==> config.mk <==
export PLATFORM = sky130hd
export DESIGN_NAME = go_back_n_window_sender_flat
export DESIGN_NICKNAME = d
export VERILOG_FILES = /design/src/sv/gbnw_pkg.sv /design/src/sv/gbnw_evt_if.sv /design/src/sv/gbnw_res_if.sv /design/src/sv/gbnw_ctrl.sv /design/src/sv/gbnw_dp.sv /design/src/sv/go_back_n_window_sender.sv /design/src/flat_wrapper.sv
export SDC_FILE = /design/constraint.sdc
export NUM_CORES = 1
export LEC_CHECK = 0
export CAP_MARGIN = 30
export CORE_UTILIZATION = 25
export DETAILED_ROUTE_END_ITERATION = 10
export DONT_BUFFER_PORTS = 1
export GPL_TIMING_DRIVEN = 0
export PLACE_DENSITY = 0.36
export SYNTH_ARGS = -nofsm -noshare
export SYNTH_HDL_FRONTEND = slang
export SYNTH_HIERARCHICAL = 1
export SYNTH_SLANG_ARGS = --single-unit
==> constraint.sdc <==
create_clock -name clk -period 8.4 [get_ports clk]
set_clock_uncertainty 0.15 [all_clocks]
set_input_delay 1.26 -clock clk [delete_from_list [all_inputs] [get_ports clk]]
set_output_delay 1.26 -clock clk [all_outputs]
set_load 0.02 [all_outputs]
==> src/sv/gbnw_pkg.sv <==
// ----------------------------------------------------------------------------
// gbnw_pkg
// Shared constants, codes and types of the go-back-N window sender.
// ----------------------------------------------------------------------------
package gbnw_pkg;

	localparam int MAX_WINDOW = 64;
	localparam int SEQ_BITS   = 16;
	localparam int BURST_MAX  = 64;

	localparam int WIN_W   = $clog2(MAX_WINDOW + 1);
	localparam int CNT_W   = SEQ_BITS + 1;
	localparam int WSUM_W  = CNT_W + 1;
	localparam int BURST_W = $clog2(BURST_MAX);
	localparam int TOTAL_W = 16;
	localparam int MODE_W  = 2;
	localparam int CFG_W   = 16;
	localparam int CFG_IDX_W = 1;

	localparam logic [MODE_W-1:0] MODE_START   = 2'd0;
	localparam logic [MODE_W-1:0] MODE_ACK     = 2'd1;
	localparam logic [MODE_W-1:0] MODE_TIMEOUT = 2'd2;

	localparam logic [CFG_IDX_W-1:0] CFG_TOTAL    = 1'd0;
	localparam logic [CFG_IDX_W-1:0] CFG_INIT_WIN = 1'd1;

	localparam logic [WIN_W-1:0]   WIN_RESET   = WIN_W'(3);
	localparam logic [TOTAL_W-1:0] TOTAL_RESET = TOTAL_W'(1);

	typedef struct packed {
		logic load_event;
		logic emit;
	} gbnw_cmd_t;

	typedef struct packed {
		logic can_send;
		logic last_send;
		logic out_free;
	} gbnw_status_t;

	function automatic logic [WIN_W-1:0] clamp_win(input logic [WSUM_W-1:0] w);
		logic [WIN_W-1:0] r;
		if (w == '0) begin
			r = WIN_W'(1);
		end else if (w > WSUM_W'(MAX_WINDOW)) begin
			r = WIN_W'(MAX_WINDOW);
		end else begin
			r = w[WIN_W-1:0];
		end
		return r;
	endfunction

endpackage

==> src/sv/gbnw_evt_if.sv <==
// ----------------------------------------------------------------------------
// gbnw_evt_if
// Event channel: start kick, ack or timeout, with valid/ready handshake.
// ----------------------------------------------------------------------------
interface gbnw_evt_if
	import gbnw_pkg::*;
();
	logic                valid;
	logic                ready;
	logic [MODE_W-1:0]   mode;
	logic [SEQ_BITS-1:0] ack_seq;

	modport source (output valid, mode, ack_seq, input ready);
	modport sink   (input valid, mode, ack_seq, output ready);
endinterface

==> src/sv/gbnw_res_if.sv <==
// ----------------------------------------------------------------------------
// gbnw_res_if
// Result channel: send orders and status items, with valid/ready handshake.
// ----------------------------------------------------------------------------
interface gbnw_res_if
	import gbnw_pkg::*;
();
	logic                valid;
	logic                ready;
	logic                send_valid;
	logic [SEQ_BITS-1:0] packet_seq;
	logic                last;
	logic [WIN_W-1:0]    window;
	logic                all_acked;

	modport source (output valid, send_valid, packet_seq, last, window, all_acked,
		input ready);
	modport sink   (input valid, send_valid, packet_seq, last, window, all_acked,
		output ready);
endinterface

==> src/sv/gbnw_ctrl.sv <==
// ----------------------------------------------------------------------------
// gbnw_ctrl
// Controller: takes one event, then steps the datapath through its burst.
// ----------------------------------------------------------------------------
module gbnw_ctrl
	import gbnw_pkg::*;
(
	input  logic         clk,
	input  logic         arst_n,
	input  logic         evt_valid,
	output logic         evt_ready,
	input  gbnw_status_t status,
	output gbnw_cmd_t    cmd
);

	localparam logic ST_IDLE = 1'b0;
	localparam logic ST_EMIT = 1'b1;

	logic state_q;
	logic done;

	assign evt_ready      = (state_q == ST_IDLE);
	assign cmd.load_event = evt_ready && evt_valid;
	assign cmd.emit       = (state_q == ST_EMIT) && status.out_free;
	// burst ends on a status item or on the final send
	assign done           = cmd.emit && (!status.can_send || status.last_send);

	always_ff @(posedge clk or negedge arst_n) begin
		if (!arst_n) begin
			state_q <= ST_IDLE;
		end else begin
			case (state_q)
				ST_IDLE: begin
					if (cmd.load_event) state_q <= ST_EMIT;
				end
				ST_EMIT: begin
					if (done) state_q <= ST_IDLE;
				end
				default: state_q <= ST_IDLE;
			endcase
		end
	end

endmodule

==> src/sv/gbnw_dp.sv <==
// ----------------------------------------------------------------------------
// gbnw_dp
// Datapath: window and sequence counters, configuration and result register.
// ----------------------------------------------------------------------------
module gbnw_dp
	import gbnw_pkg::*;
(
	input  logic                 clk,
	input  logic                 arst_n,
	input  gbnw_cmd_t            cmd,
	output gbnw_status_t         status,
	input  logic [MODE_W-1:0]    mode,
	input  logic [SEQ_BITS-1:0]  ack_seq,
	input  logic                 cfg_wr_en,
	input  logic [CFG_IDX_W-1:0] cfg_index,
	input  logic [CFG_W-1:0]     cfg_data,
	input  logic                 res_ready,
	output logic                 res_valid,
	output logic                 res_send_valid,
	output logic [SEQ_BITS-1:0]  res_packet_seq,
	output logic                 res_last,
	output logic [WIN_W-1:0]     res_window,
	output logic                 res_all_acked
);

	logic [CNT_W-1:0]   acked_q;
	logic [CNT_W-1:0]   sent_q;
	logic [WIN_W-1:0]   win_q;
	logic [TOTAL_W-1:0] total_q;
	logic [BURST_W-1:0] n_q;
	logic               res_valid_q;

	logic [CNT_W-1:0] upto;
	logic [CNT_W-1:0] upto_c;
	logic [CNT_W-1:0] sent_nx;
	logic [CNT_W-1:0] total_x;
	logic [CNT_W-1:0] win_x;
	logic [WSUM_W-1:0] grow_sum;
	logic             more_after;

	// ack point, clamped to what has gone out
	assign upto     = CNT_W'(ack_seq) + CNT_W'(1);
	assign upto_c   = (upto > sent_q) ? sent_q : upto;
	assign grow_sum = WSUM_W'(win_q) + WSUM_W'(upto_c - acked_q);

	assign total_x = CNT_W'(total_q);
	assign win_x   = CNT_W'(win_q);
	assign sent_nx = sent_q + CNT_W'(1);

	assign status.can_send = (sent_q < total_x) && ((sent_q - acked_q) < win_x);
	assign more_after      = (sent_nx < total_x) && ((sent_nx - acked_q) < win_x);
	assign status.last_send = (n_q == BURST_W'(BURST_MAX - 1)) || !more_after;
	assign status.out_free  = !res_valid_q || res_ready;

	always_ff @(posedge clk or negedge arst_n) begin
		if (!arst_n) begin
			acked_q     <= '0;
			sent_q      <= '0;
			win_q       <= WIN_RESET;
			total_q     <= TOTAL_RESET;
			n_q         <= '0;
			res_valid_q <= 1'b0;
		end else begin
			if (cfg_wr_en) begin
				case (cfg_index)
					CFG_TOTAL:    total_q <= cfg_data[TOTAL_W-1:0];
					CFG_INIT_WIN: win_q   <= clamp_win(WSUM_W'(cfg_data[WIN_W-1:0]));
					default:      ;
				endcase
			end
			if (cmd.load_event) begin
				n_q <= '0;
				case (mode)
					MODE_ACK: begin
						if (upto_c > acked_q) begin
							win_q   <= clamp_win(grow_sum);
							acked_q <= upto_c;
						end
					end
					MODE_TIMEOUT: begin
						// go back to the acked point
						sent_q <= acked_q;
						win_q  <= clamp_win(WSUM_W'(win_q >> 1));
					end
					default: ;
				endcase
			end
			if (cmd.emit) begin
				res_valid_q <= 1'b1;
				if (status.can_send) begin
					sent_q <= sent_nx;
					n_q    <= n_q + BURST_W'(1);
				end
			end else if (res_ready) begin
				res_valid_q <= 1'b0;
			end
		end
	end

	// result payload
	always_ff @(posedge clk) begin
		if (cmd.emit) begin
			res_send_valid <= status.can_send;
			res_packet_seq <= status.can_send ? sent_q[SEQ_BITS-1:0] : '0;
			res_last       <= !status.can_send || status.last_send;
			res_window     <= win_q;
			res_all_acked  <= (acked_q >= total_x);
		end
	end

	assign res_valid = res_valid_q;

endmodule

==> src/sv/go_back_n_window_sender.sv <==
// ----------------------------------------------------------------------------
// go_back_n_window_sender
// Sender side of a go-back-N sliding window with window growth and halving.
// ----------------------------------------------------------------------------
// usage:
//   evt channel takes one event (start kick, ack with cumulative sequence,
//   timeout). res channel returns the items the event causes: one send order
//   per packet the window allows, or one status item when nothing may go out.
//   the final item of an event has last set.
//   cfg port writes total_packets (index 0) and initial_window (index 1);
//   writing initial_window also loads the live window, clamped to 1..64.
// timing:
//   an event is accepted while the block is idle; its counters update on the
//   edge that accepts it. results then leave one per cycle, 1 to 64 of them,
//   while the receiver keeps taking them. the result register holds one item;
//   a stalled receiver pauses the burst in place. the next event is taken once
//   the last item is in the result register.
// reset:
//   counters clear, window loads 3, total_packets loads 1, no result pending.
// ----------------------------------------------------------------------------
module go_back_n_window_sender
	import gbnw_pkg::*;
(
	input  logic                 clk,
	input  logic                 arst_n,
	gbnw_evt_if.sink             evt,
	gbnw_res_if.source           res,
	input  logic                 cfg_wr_en,
	input  logic [CFG_IDX_W-1:0] cfg_index,
	input  logic [CFG_W-1:0]     cfg_data
);

	gbnw_cmd_t    cmd;
	gbnw_status_t status;

	gbnw_ctrl u_ctrl (
		.clk       (clk),
		.arst_n    (arst_n),
		.evt_valid (evt.valid),
		.evt_ready (evt.ready),
		.status    (status),
		.cmd       (cmd)
	);

	gbnw_dp u_dp (
		.clk            (clk),
		.arst_n         (arst_n),
		.cmd            (cmd),
		.status         (status),
		.mode           (evt.mode),
		.ack_seq        (evt.ack_seq),
		.cfg_wr_en      (cfg_wr_en),
		.cfg_index      (cfg_index),
		.cfg_data       (cfg_data),
		.res_ready      (res.ready),
		.res_valid      (res.valid),
		.res_send_valid (res.send_valid),
		.res_packet_seq (res.packet_seq),
		.res_last       (res.last),
		.res_window     (res.window),
		.res_all_acked  (res.all_acked)
	);

endmodule
==> src/flat_wrapper.sv <==
// flat-port wrapper written by rule: the top's interface ports become plain ports
module go_back_n_window_sender_flat import gbnw_pkg::*;
  (clk, arst_n, cfg_wr_en, cfg_index, cfg_data, evt_valid, evt_mode, evt_ack_seq, evt_ready, res_valid, res_send_valid, res_packet_seq, res_last, res_window, res_all_acked, res_ready);
  gbnw_evt_if evt_i ();
  gbnw_res_if res_i ();
  input  logic clk;
  input  logic arst_n;
  input  logic cfg_wr_en;
  input  logic [CFG_IDX_W-1:0] cfg_index;
  input  logic [CFG_W-1:0] cfg_data;
  input wire logic [$bits(evt_i.valid)-1:0] evt_valid;
  input wire logic [$bits(evt_i.mode)-1:0] evt_mode;
  input wire logic [$bits(evt_i.ack_seq)-1:0] evt_ack_seq;
  output wire logic [$bits(evt_i.ready)-1:0] evt_ready;
  output wire logic [$bits(res_i.valid)-1:0] res_valid;
  output wire logic [$bits(res_i.send_valid)-1:0] res_send_valid;
  output wire logic [$bits(res_i.packet_seq)-1:0] res_packet_seq;
  output wire logic [$bits(res_i.last)-1:0] res_last;
  output wire logic [$bits(res_i.window)-1:0] res_window;
  output wire logic [$bits(res_i.all_acked)-1:0] res_all_acked;
  input wire logic [$bits(res_i.ready)-1:0] res_ready;
  assign evt_i.valid = evt_valid;
  assign evt_i.mode = evt_mode;
  assign evt_i.ack_seq = evt_ack_seq;
  assign evt_ready = evt_i.ready;
  assign res_valid = res_i.valid;
  assign res_send_valid = res_i.send_valid;
  assign res_packet_seq = res_i.packet_seq;
  assign res_last = res_i.last;
  assign res_window = res_i.window;
  assign res_all_acked = res_i.all_acked;
  assign res_i.ready = res_ready;
  go_back_n_window_sender u_core (.clk(clk), .arst_n(arst_n), .evt(evt_i), .res(res_i), .cfg_wr_en(cfg_wr_en), .cfg_index(cfg_index), .cfg_data(cfg_data));
endmodule
==> flow_metrics.tcl, run 1 <==
set metrics [dict create \
    status "completed" \
    grt_antenna_before_repair 0 \
    portBuffers 0 \
    reg2reg_depth 23 \
    synth-compound-area-share 0.1877 \
    syn-instance-count 1075 \
    fin_crit_sh 0.9387 \
    cts_tree "yes" \
    finalHoldViolations 0 \
    ys_types 83 \
    rrSetupSlack_ps 1540 \
    start_util 0.2543 \
    synth_top_family_by_area "adder cells" \
    fp.dieH_um 197.7 \
    dp_worst_setup_slack_ps -261.2 \
    relSlewSlack 0.4020 \
    ys_seq_area_frac 0.2517 \
    rows 71 \
    start_kind "input pin" \
    yosys_warnings 6 \
    drive_above_1_share 0.08249 \
    hold_slack_ps 349.6 \
    grt_max_degree 66 \
    synth_nets 1275 \
    synthArstFlopShare 0.7143 \
    rsz0062_at_grt "false" \
    cts_buffer_depth 2 \
    ant_nets 0 \
    grt_pass1_wl_um 51120 \
    synth_simple_gate_area_frac 0.1718 \
    crit_fanout 10 \
    synth_top_area_frac 0.1907 \
    diodes 0 \
    drtIter0Drc 334 \
    syn_to_final_growth_pct 10.07 \
    cap_viol_max_count 0 \
    die_w_um 197.7 \
    cts.clk_slew.worst_paths_ps 80 \
    ys_ff_latch 91 \
    viasPerCell 4.989 \
    io_pins 68 \
    critPathLaunch "evt_ack_seq[2]" \
    grtUsageTotal 0.1788 \
    synth-edff-count 26 \
    fin_ws_ps 514.8 \
    setup_viol 0 \
    dpl_cell_area_um2 10220 \
    slew_viol_final 0 \
    drtPass1Iterations 4 \
    place_congestion 0.8632 \
    die_area_um2 39100 \
    wirelength_um 33820 \
    max_freq_ghz 0.1268 \
    required_ps 8520 \
    globalRouteOverflowTotal 0 \
    syn_area_um2 9578 \
    clkLatencyLatePin_ps 370 \
    grt_pass1_vias 8195 \
    yosys-top-cells-area "ha_1 (19%), dfrtp_1 (16%), edfxtp_1 (8.2%)" \
    synthAdderAreaFrac 0.2210 \
    synth_xor_area_frac 0.05029 \
    route.detailed.drc 0 \
    clock-root-buffer "clkbuf_16" \
    cts_buffers 9 \
    synth_top_cell_by_area "ha_1" \
    cts.sinks 91 \
    avgSynthCellArea_um2 8.910 \
    synth.mux.area_fraction 0.06558 \
    dp_hpwl_um 27870 \
    r2r-start "u_core/u_dp/sent_q[1]" \
    layout.nets 1286 \
    drt-met1-wl_um 16440 \
    vias 7993 \
    cp-endpoint "u_core/u_dp/win_q[5]" \
    cts_setup_buffers 0 \
    ys.flop_type "dfrtp_1" \
    arrival_ps 8000 \
    worstMarginPinSlew_ps 897.0 \
    period_minus_slack_ps 7885 \
    wire_per_inst_um 21.11 \
    fin_cells 1602 \
    r2r_end "u_core/u_dp/win_q[5]" \
    critPathKind "in -> reg" \
    route.met3.wl_um 760 \
    end_kind "flip-flop" \
    hp-class "reg -> reg" \
    dp_cells 1586 \
    dr.max_layer_used "met4" \
    htreeDepth 3 \
    wl_met2_um 16060 \
    core_area_um2 37670 \
    fin_area_um2 10540 \
]
registers in the layout, indices dropped and copies added, names as in the netlist:
signal,cells
u_core/u_dp/res_valid,1
u_core/u_dp/res_all_acked,1
u_core/u_dp/res_window,7
u_core/u_dp/acked_q,17
u_core/u_dp/res_send_valid,1
u_core/u_dp/sent_q,17
u_core/u_dp/win_q,7
u_core/u_dp/n_q,6
u_core/u_ctrl/state_q,1
u_core/u_dp/res_last,1
u_core/u_dp/res_packet_seq,16
u_core/u_dp/total_q,16
timing repair:
action | CTS | global route
resized for setup | 0 | 6
setup endpoints to repair | 0 | 7
hold buffers | 0 | 0
hold endpoints to repair | 0 | 0
layout by cell type (no fill, tap or decap), types with 11 or more instances in the layout:
cell type  count
nor3_1        29
and2_1        16
clkbuf_1      19
nor4_1        11
o21ai_0       78
mux2i_1       20
nor2_1        49
edfxtp_1      26
dfrtp_1       62
a211oi_1      13
ha_1         146
nand3_1       27
nand2_1       76
nand4_1       23
nor2b_1       16
a21oi_1       61
inv_1        100
xor2_1        14
nand2b_1      13
o21a_1        20
mux2_2        38
a21o_1        23
xnor2_1       39
fa_1          14
worst min path at each step:
stage / startpoint / endpoint / slack (ps) / cells past startpoint
6_report: u_core/u_dp/n_q[2] / u_core/u_dp/n_q[2] / 350 / 1
5_1_grt: u_core/u_dp/n_q[2] / u_core/u_dp/n_q[2] / 370 / 1
4_1_cts: u_core/u_dp/n_q[2] / u_core/u_dp/n_q[2] / 350 / 1
3_5_place_dp: u_core/u_dp/n_q[2] / u_core/u_dp/n_q[2] / 340 / 1
3_3_place_gp: u_core/u_dp/n_q[2] / u_core/u_dp/n_q[2] / 340 / 1
2_1_floorplan: u_core/u_dp/n_q[2] / u_core/u_dp/n_q[2] / 310 / 1
through the flow:
| step | setup TNS [ps] | util |
|---|---|---|
| final | 0 | 0.2799 |
| after detailed placement | -1495 | 0.2713 |
| after global routing | 0 | 0.2799 |
| after CTS | 0 | 0.2791 |
| after global placement | -1189 | 0.2713 |
| after floorplan | 0 | - |
synthesized netlist by cell type, types with 13 or more instances:
master	count
fa_1	14
mux2i_1	20
and2_1	16
inv_1	100
ha_1	146
nor2b_1	16
xnor2_1	41
dfrtp_1	62
nor2_1	49
o21ai_0	78
nor3_1	29
nand3_1	27
nand2_1	76
a21o_1	23
nand2b_1	13
clkbuf_1	17
mux2_2	38
a21oi_1	61
edfxtp_1	26
xor2_1	14
a211oi_1	13
o21a_1	20
nand4_1	23
worst max-delay path, cell delays in order:
cell and delay, ps:
and3_1 240, and3_1 220, nand3_1 180, nor2_1 210, nand3_1 140, xnor2_2 230, ha_1 290, a21o_1 160
a21o_1 180, a21oi_1 190, nand2_1 90, o31ai_1 330, a31o_2 160, clkbuf_1 290, clkbuf_4 320, mux2_2 400
fa_1 490, ha_1 330, a211oi_1 340, o211ai_1 200, a221oi_2 380, o31a_1 250, nor3b_1 70, nor3_1 190
xnor2_1 250, and4bb_2 350, a31o_2 250
cell type report:
class / instances / area, um^2
multi-input cells: 858 / 6699
flip-flops and latches: 91 / 2411
inverters: 101 / 379.1
well taps: 511 / 639.4
plain buffers: 25 / 120.1
fillers: 4115 / 27120
clock buffers: 11 / 232.7
clock inverters: 5 / 61.31
cell families (layout without fill, tap and decap cells):
family | after synthesis | in the layout
buffers and inverters | 126 | 142
AO/OA/AOI/OAI | 276 | 276
flip-flops | 91 | 91
XOR/XNOR | 55 | 55
adder cells (fa/ha/maj) | 161 | 161
AND/OR/NAND/NOR | 308 | 308
multiplexers | 58 | 58
per-layer routing:
metal,vias up,GRT usage
met5,-,0
met2,118,0.3011
met1,3877,0.2422
li1,3971,-
met4,0,0.04737
met3,27,0.01788
Power of run 1 is left out: the tool's default activity adds up to more than one toggle a clock period on the data nets, which glitch-free logic cannot reach.
==> inputs of run 2 (changes only) <==
SYNTH_HIERARCHICAL = default   (was 1)
==> run 2 against run 1 <==
  * Cell area decreased by 0.45%
  * Utilization about the same
  * Global-route usage increased by 0.15 points
  * Die area decreased by 0.85%
  * Count of clock-buffer cells in the layout unchanged
  * Wire length increased by 0.12%
  * Critical endpoint is now u_core.u_dp.win_q[4]
==> flow_metrics.tcl, run 2 <==
set metrics [dict create \
    rsz0062_at_grt "false" \
    most-common-layout-cells "ha_1 (146), a21oi_1 (96), inv_1 (87)" \
    htreeDepth 3 \
    r2r_end "u_core.u_dp.win_q[4]" \
    rrSetupSlack_ps 1620 \
    synthAdderAreaFrac 0.2230 \
    synth_top_area_frac 0.1924 \
    ys_ff_latch 91 \
    start_util 0.2533 \
    synth_nets 1283 \
    reg2reg_depth 22 \
    register_area_um2 2411 \
    ys_types 81 \
    synth-edff-count 26 \
    reg_top3 "u_core.u_dp.acked_q (17), u_core.u_dp.sent_q (17)" \
    globalRouteOverflowTotal 0 \
    synth-compound-area-share 0.1863 \
    synth_common_cells "ha_1 (146), a21oi_1 (97), inv_1 (87)" \
    ys_seq_area_frac 0.2539 \
    grt_antenna_before_repair 0 \
    synth_xor_area_frac 0.05534 \
    synth.mux.area_fraction 0.04994 \
    syn_to_final_growth_pct 10.53 \
    crit_fanout 10 \
    fp.dieH_um 196.9 \
    grt_pass1_wl_um 50820 \
    max_freq_ghz 0.1321 \
    required_ps 8570 \
    diodes 0 \
    relSlewSlack 0.5291 \
    dp_hpwl_um 27810 \
    fin_ws_ps 828.4 \
    yosysMostFrequentCell "ha_1" \
    core_area_um2 37490 \
    route.detailed.drc 0 \
    hold_path_end "u_core.u_dp.n_q[0]" \
    cts_tree "yes" \
    yosys_warnings 0 \
    fin_crit_sh 0.9014 \
    drtIter0Drc 359 \
    fillCellCount 4155 \
    utilization 0.2800 \
    syn-instance-count 1083 \
    wirelength_um 33860 \
    place_congestion 0.8467 \
    portBuffers 0 \
    layout.nets 1295 \
    r2r-start "u_core.u_dp.sent_q[8]" \
    avgSynthCellArea_um2 8.768 \
    die_w_um 196.9 \
    finalHoldViolations 0 \
    die_area_um2 38770 \
    ant_nets 0 \
    clock-root-buffer "clkbuf_16" \
    ys.flop_type "dfrtp_1" \
    hp-class "reg -> reg" \
    synth_top_family_by_area "adder cells" \
    clkLatencyLatePin_ps 380 \
    cap_viol_max_count 0 \
    cts.sinks 91 \
    cts.clk_slew.worst_paths_ps 80 \
    viasPerCell 4.952 \
    min_path_cells 1 \
    critPathKind "in -> reg" \
    drtPass1Iterations 4 \
    grt_max_degree 66 \
    fin_area_um2 10500 \
    synthArstFlopShare 0.7143 \
    final_common_cell "ha_1" \
    setup_viol 0 \
    yosys-top-cells-area "ha_1 (19%), dfrtp_1 (16%), edfxtp_1 (8.2%)" \
    multiInputGateArea_um2 6654 \
    grt_pass1_vias 8219 \
    dp_worst_setup_slack_ps 175.0 \
    arrival_ps 7740 \
    slew_viol_final 0 \
    vias 7978 \
    cts_hold_buf 0 \
    syn_area_um2 9495 \
    wire_per_inst_um 21.02 \
    synth_top_cell_by_area "ha_1" \
    io_pins 68 \
    period_minus_slack_ps 7572 \
    fin_setup_tns_ps 0 \
    drive_above_1_share 0.08091 \
    cts_setup_buffers 0 \
    start_kind "input pin" \
    rows 71 \
    synth_simple_gate_area_frac 0.1858 \
    dpl_cell_area_um2 10160 \
    status "completed" \
    grtUsageTotal 0.1803 \
    end_kind "flip-flop" \
    holdCritStartpoint "u_core.u_dp.n_q[0]" \
    cts_buffer_depth 2 \
    cts_buffers 9 \
    worstMarginPinSlew_ps 706.3 \
]
run 2: worst max path at each step:
stage	start	end	slack [ps]	depth (start not counted)
after CTS	evt_ack_seq[2]	u_core.u_dp.win_q[4]	560	25
after global routing	evt_ack_seq[2]	u_core.u_dp.win_q[4]	230	25
after floorplan	evt_ack_seq[2]	u_core.u_dp.win_q[4]	1440	25
final	evt_ack_seq[2]	u_core.u_dp.win_q[4]	830	25
after global placement	evt_ack_seq[2]	u_core.u_dp.win_q[4]	220	25
after detailed placement	evt_ack_seq[2]	u_core.u_dp.win_q[4]	170	25
run 2: layer usage:
metal | global-route usage | share of wire | vias up | routed length, um
met1 | 0.2314 | 0.47 | 3877 | 15840
met3 | 0.03337 | 0.037 | 17 | 1242
met5 | 0 | 0 | - | 0
met4 | 0.05111 | 0.015 | 0 | 502
li1 | - | - | 3983 | -
met2 | 0.3069 | 0.48 | 101 | 16280
run 2: stage by stage:
step                cells  hold WS (ps)
finish               1611         366.1
global route         1611         392.1
CTS                  1611         371.3
detailed placement   1595         360.4
global placement     1594         353.9
floorplan            1083         323.8
run 2: kinds of logic (layout without fill, tap and decap cells):
logic type | count (synthesis) | in the layout
mux | 43 | 43
fa+ha+maj | 161 | 161
flops | 91 | 91
buf+inv | 110 | 127
simple gates | 340 | 340
xor+xnor | 60 | 60
compound gates | 278 | 278
run 2: final cells by class:
class,instances,share of cell area
clock buffers,11,0.02515
inverters,87,0.03112
multi-input cells,882,0.6340
flip-flops and latches,91,0.2297
well taps,511,0.06092
repair buffers,1,0.002623
clock inverters,5,0.006080
plain buffers,23,0.01037
run 2: repair_timing:
item                                    in CTS  in global routing
endpoints found under the setup margin       0                  2
resized for setup                            0                  1
hold endpoints to repair                     0                  0
run 2: worst max-delay path: stages:
cell and delay, ps:
and3_1 170, and2_1 140, and3_1 200, nor2b_1 250, nor2b_1 280, nand4_1 140
xnor2_1 180, ha_1 300, nand4_1 160, a21o_1 230, a21oi_2 330, buf_2 330
mux2_2 420, fa_1 530, inv_1 80, fa_1 450, nand2b_1 180, a21oi_1 280
o211ai_1 200, a32oi_1 260, xnor2_1 90, nor4bb_1 310, nand4_1 250, nor4_2 470
a31o_1 230
Power of run 2 is left out for the same reason.
